### config.mk
export PLATFORM = sky130hd
export DESIGN_NAME = knn_front
export DESIGN_NICKNAME = d
export VERILOG_FILES = /design/src/sv/knn_pkg.sv /design/src/sv/knn_front.sv
export SDC_FILE = /design/constraint.sdc
export NUM_CORES = 1
export LEC_CHECK = 0
export BUFFER_PORTS_ARGS = -buffer_cell sky130_fd_sc_hd__buf_4
export CORE_MARGIN = 5
export CORE_UTILIZATION = 25
export DETAILED_ROUTE_END_ITERATION = 6
export PLACE_DENSITY_LB_ADDON = 0.05
export SLEW_MARGIN = 30
export SYNTH_ARGS = -nofsm -noshare
export SYNTH_HDL_FRONTEND = slang
export SYNTH_SLANG_ARGS = --single-unit
### constraint.sdc
create_clock -name clk -period 3 [get_ports clk]
set_clock_uncertainty 0.1 [all_clocks]
set_input_delay 0.3 -clock clk [delete_from_list [all_inputs] [get_ports clk]]
set_output_delay 0.3 -clock clk [all_outputs]
set_load 0.01 [all_outputs]
### src/sv/knn_pkg.sv
// ------------------------------------------------------------------------
// knn_pkg: shared types and constants of the k-nearest-neighbor classifier.
// Holds the sizes, opcode, register and status codes and the job and result words.
// ------------------------------------------------------------------------
package knn_pkg;

	// Store and list sizes.
	localparam int MAX_ENTRIES  = 1024;
	localparam int MAX_FEATURES = 32;
	localparam int MAX_K        = 15;
	localparam int NUM_CLASSES  = 8;

	localparam logic ACT_LOAD  = 1'b0;
	localparam logic ACT_QUERY = 1'b1;

	localparam logic [1:0] REG_NEIGHBORS = 2'd0;
	localparam logic [1:0] REG_ENTRIES   = 2'd1;
	localparam logic [1:0] REG_FEATURES  = 2'd2;

	localparam logic [1:0] ST_OK      = 2'd0;
	localparam logic [1:0] ST_EMPTY   = 2'd1;
	localparam logic [1:0] ST_CLAMPED = 2'd2;

	// One classification job, handed from the front end to the scan engine.
	typedef struct packed {
		logic [10:0] n_entries;
		logic [5:0]  n_feat;
		logic [5:0]  k;
		logic [1:0]  status;
	} job_t;

	// One result word.
	typedef struct packed {
		logic [2:0] cls;
		logic [3:0] votes;
		logic [1:0] status;
	} res_t;

endpackage

### src/sv/knn_front.sv
// ------------------------------------------------------------------------
// knn_front: input decode and configuration.
// Writes training and query stores, and turns a last query word into a job.
// ------------------------------------------------------------------------
module knn_front (
	input  logic        clk,
	input  logic        arst_n,
	input  logic        wr_en,
	input  logic [1:0]  wr_index,
	input  logic [10:0] wr_data,
	input  logic        push,
	input  logic        action,
	input  logic [9:0]  entry_index,
	input  logic [4:0]  feature_index,
	input  logic        last_feature,
	input  logic        job_full,
	output logic        full,
	output logic        tr_we,
	output logic        q_we,
	output logic        job_push,
	output knn_pkg::job_t job
);
	logic [3:0]  k_q;
	logic [10:0] ent_q;
	logic [5:0]  feat_q;
	logic        acc;
	logic [10:0] n;
	logic [5:0]  nf;
	logic [5:0]  k0;

	// Configuration registers.
	always_ff @(posedge clk or negedge arst_n) begin
		if (!arst_n) begin
			k_q <= 4'd3;
			ent_q <= 11'd0;
			feat_q <= 6'd32;
		end else if (wr_en) begin
			case (wr_index)
				knn_pkg::REG_NEIGHBORS: k_q <= wr_data[3:0];
				knn_pkg::REG_ENTRIES: ent_q <= wr_data;
				knn_pkg::REG_FEATURES: feat_q <= wr_data[5:0];
				default: ;
			endcase
		end
	end

	// Every word waits while a job is queued or scanned, since the scan reads the stores.
	assign full = job_full;
	assign acc = push && !full;
	assign tr_we = acc && action == knn_pkg::ACT_LOAD
		&& 32'(entry_index) < knn_pkg::MAX_ENTRIES
		&& 32'(feature_index) < knn_pkg::MAX_FEATURES;
	assign q_we = acc && action == knn_pkg::ACT_QUERY
		&& 32'(feature_index) < knn_pkg::MAX_FEATURES;
	assign job_push = acc && action == knn_pkg::ACT_QUERY && last_feature;

	// Clamp counts for the job.
	always_comb begin
		n = (32'(ent_q) > knn_pkg::MAX_ENTRIES) ? 11'(knn_pkg::MAX_ENTRIES) : ent_q;
		nf = (32'(feat_q) > knn_pkg::MAX_FEATURES) ? 6'(knn_pkg::MAX_FEATURES) : feat_q;
		k0 = (k_q == 4'd0) ? 6'd1 : 6'(k_q);
		if (32'(k0) > knn_pkg::MAX_K) k0 = 6'(knn_pkg::MAX_K);
		job.n_entries = n;
		job.n_feat = nf;
		job.status = knn_pkg::ST_OK;
		job.k = k0;
		if (n == 11'd0) begin
			job.status = knn_pkg::ST_EMPTY;
		end else if (11'(k0) > n) begin
			job.k = 6'(n);
			job.status = knn_pkg::ST_CLAMPED;
		end
	end
endmodule

==> results.json <==
{
  "insertedDiodeCount": 0,
  "power_w": 0.000917,
  "internal-power_w": 0.000631,
  "layout_min_cycle_time_ns": 2.84,
  "netlist_area_um2": 1190,
  "drcViolationCount": 0,
  "use_met1_pct": 11.0,
  "cts_tree": "yes",
  "p_leak_nw": 0.780,
  "post_synth_num_cell_types": 31,
  "cp_common_cell": "buf_4",
  "busiest_layer": "met2",
  "grt_max_degree": 22,
  "yosysSeqAreaShare_pct": 44.5,
  "path_cells": "nand2b_4, ha_1, nor2b_1, o211ai_1, a2111oi_4, buf_4, mux2_1, buf_4",
  "nNetsFinal": 189,
  "ant_nets": 0,
  "tightest_slew_ns": 0.640,
  "vias_per_cell": 4.51,
  "path_max_fanout": 5,
  "cp_slowest_stage_delay_ns": 0.41,
  "via_count": 915,
  "syn_to_final_growth_pct": 39.0,
  "path_buf_inv": 2,
  "seqPwrFrac_pct": 42.5,
  "place.gp.congestion": 0.697,
  "grt_usage_pct": 8.95,
  "fin_ws_ns": 0.162,
  "std_cell_rows": 25,
  "grtUsageMet3_pct": 2.04,
  "cts_sinks": 21,
  "rsz0062_at_grt": "false",
  "cts_buffers": 3,
  "required_ns": 2.60,
  "slew_violations": 0,
  "layout-drive-gt1-share_pct": 54.4,
  "wl_per_cell_um": 13.7,
  "yosysWarnings": 0,
  "die_h_um": 79.0,
  "grt_pass1_vias": 995,
  "coreArea_um2": 4660,
  "cts.htree.levels": 1,
  "slowest_stage": "dfrtp_1",
  "max_freq_mhz": 352,
  "finalSetupTns_ns": 0,
  "drv_cap": 0,
  "dr.pass1.iters": 2,
  "root_buffer": "clkbuf_8",
  "avgSynthCellArea_um2": 11.6,
  "swShare_pct": 31.2,
  "setup_viol": 0,
  "die_w_um": 79.0,
  "antenna_found_initial": 0,
  "slew_headroom_pct": 57.3,
  "crit_type": "reg -> out",
  "pwr-share-comb_pct": 37.9,
  "die-area_um2": 6240,
  "ys_seq_elements": 21,
  "worstPathArrival_ns": 2.44,
  "clk_latency_ns": 0.25,
  "drtIter0Drc": 20,
  "p_per_area_nw_per_um2": 555,
  "grt_overflow": 0,
  "synth_cells": 103,
  "grt_pass1_wl_um": 4470,
  "status": "complete, no violations",
  "io_buffers": 46,
  "hold_path.class": "in -> reg",
  "worst_setup_path_start_kind": "flip-flop",
  "initial_core_util_pct": 25.5,
  "clkPwrFrac_pct": 19.6,
  "ios": 64,
  "vdd_drop_max_mv": 0.233,
  "hold_viol_final": 0,
  "cts_buffer_depth": 2,
  "dp_slack_ns": 0.431,
  "critPathTopFamily": "compound AO/OA/AOI/OAI gates",
  "routed_wl_um": 2790,
  "clk_pin_slew_ns": 0.07,
  "dp_hpwl_um": 2250,
  "cp-end-kind": "output port",
  "met2_usage_pct": 15.2,
  "post-route-period-util_pct": 94.6,
  "p_switching_w": 0.000286
}
-- cell usage in the layout, fill, tap and decap left out, types with 2 or more instances in the layout --
master    netlist  layout
buf_4           3      50
mux2_2         20      20
dfrtp_1        18      18
nor2b_1        12      12
inv_1           6       6
ha_1            4       4
nand2b_1        4       3
clkbuf_8        0       3
dfstp_2         3       3
nor3_1          2       2
nor3b_1         2       2
nand3b_1        2       2
conb_1          1       2
-- cells by family (layout without fill, tap and decap cells) --
kind of cell,Yosys count,after routing,share of synthesized area [%]
other,1,2,0.315
AND/OR/NAND/NOR,31,31,17.6
flip-flops,21,21,44.5
buffers and inverters,16,61,5.99
adder cells (fa/ha/maj),4,4,4.21
multiplexers,23,23,21.7
AO/OA/AOI/OAI,7,7,5.78
-- worst reg2reg max path: cells and delay by family, from the launching register on --
kind | cells | cell delay (ns)
buffers and inverters | 1 | 0.18
DFF | 1 | 0.41
muxes | 1 | 0.26
-- sequential cells by signal (all words and copies together), names as in the netlist --
signal	flops
feat_q	6
k_q	4
ent_q	11
-- per-layer routing --
layer  vias up  routed length, µm
li1        440                  -
met1       439               1240
met2        32               1340
met3         4                178
met4         0                 33
met5         -                  0
-- area by class of cell --
cell class              instances  area, µm²
flip-flops and latches         21        529
repair buffers                 51        385
well taps                      54       67.6
multi-input cells              67        604
clock buffers                   4       45.0
inverters                       6       22.5
fillers                       477       3010
-- worst paths after layout --
path | endpoint | cells past startpoint | slack [ns] | from
worst max-delay path | job[4] | 8 | 0.16 | ent_q[10]$_DFFE_PN0P_
worst min-delay path | ent_q[6]$_DFFE_PN0P_ | 2 | 0.18 | wr_data[6]
worst max register to register | ent_q[10]$_DFFE_PN0P_ | 2 | 1.93 | ent_q[10]$_DFFE_PN0P_
worst min register to register | feat_q[2]$_DFFE_PN0P_ | 1 | 0.40 | feat_q[2]$_DFFE_PN0P_
max in group asynchronous | k_q[1]$_DFFE_PN1P_ | 2 | 2.15 | arst_n
min in group asynchronous | feat_q[0]$_DFFE_PN0P_ | 2 | 0.36 | arst_n
-- through the flow --
stage	cell area (µm²)	hold slack (ns)	cells	utilization [%]
4_1_cts	1630	0.169	201	34.9
5_1_grt	1650	0.166	203	35.5
2_1_floorplan	1190	-0.0956	104	-
6_report	1650	0.175	203	35.5
3_5_place_dp	1570	0.106	196	33.7
3_3_place_gp	1570	0.103	196	33.7
-- power by group through the flow --
stage / clock [W] / combinational [W] / sequential, W
5_1_grt: 0.000201 / 0.000381 / 0.000399
3_5_place_dp: 0 / 0.000341 / 0.000395
2_1_floorplan: 0 / 0.000202 / 0.000379
6_report: 0.000179 / 0.000348 / 0.000390
4_1_cts: 0.000191 / 0.000343 / 0.000390
3_3_place_gp: 0 / 0.000336 / 0.000393
-- cell usage after synthesis --
| cell | count | area, µm² |
|---|---|---|
| mux2_2 | 20 | 225 |
| dfrtp_1 | 18 | 450 |
| nor2b_1 | 12 | 75.1 |
| clkbuf_1 | 7 | 26.3 |
| inv_1 | 6 | 22.5 |
| ha_1 | 4 | 50.1 |
| nand2b_1 | 4 | 25.0 |
| buf_4 | 3 | 22.5 |
| dfstp_2 | 3 | 78.8 |
| mux2_1 | 2 | 22.5 |
| nand3b_1 | 2 | 15.0 |
| nor3_1 | 2 | 10.0 |
| nor3b_1 | 2 | 15.0 |
| a2111oi_0 | 1 | 8.76 |
| a2111oi_4 | 1 | 27.5 |
| a211o_1 | 1 | 8.76 |
| a21oi_1 | 1 | 5.00 |
| and2_1 | 1 | 6.26 |
| and3_1 | 1 | 6.26 |
| and3b_1 | 1 | 8.76 |
| conb_1 | 1 | 3.75 |
| mux2i_1 | 1 | 10.0 |
| nand2_1 | 1 | 3.75 |
| nand2_2 | 1 | 6.26 |
| nand4_1 | 1 | 6.26 |
| nor2_1 | 1 | 3.75 |
| nor4_1 | 1 | 6.26 |
| nor4_4 | 1 | 21.3 |
| o211ai_1 | 1 | 7.51 |
| o21ai_0 | 1 | 5.00 |
| o22ai_1 | 1 | 6.26 |
-- timing repair --
action | 4_1_cts | 5_1_grt
hold endpoints to repair | 18 | 0
setup buffers | 0 | 2
endpoints found under the setup margin | 0 | 2
gates resized for setup | 0 | 2
hold buffers | 1 | 0
No activity file was read; power rests on OpenSTA's default activity.
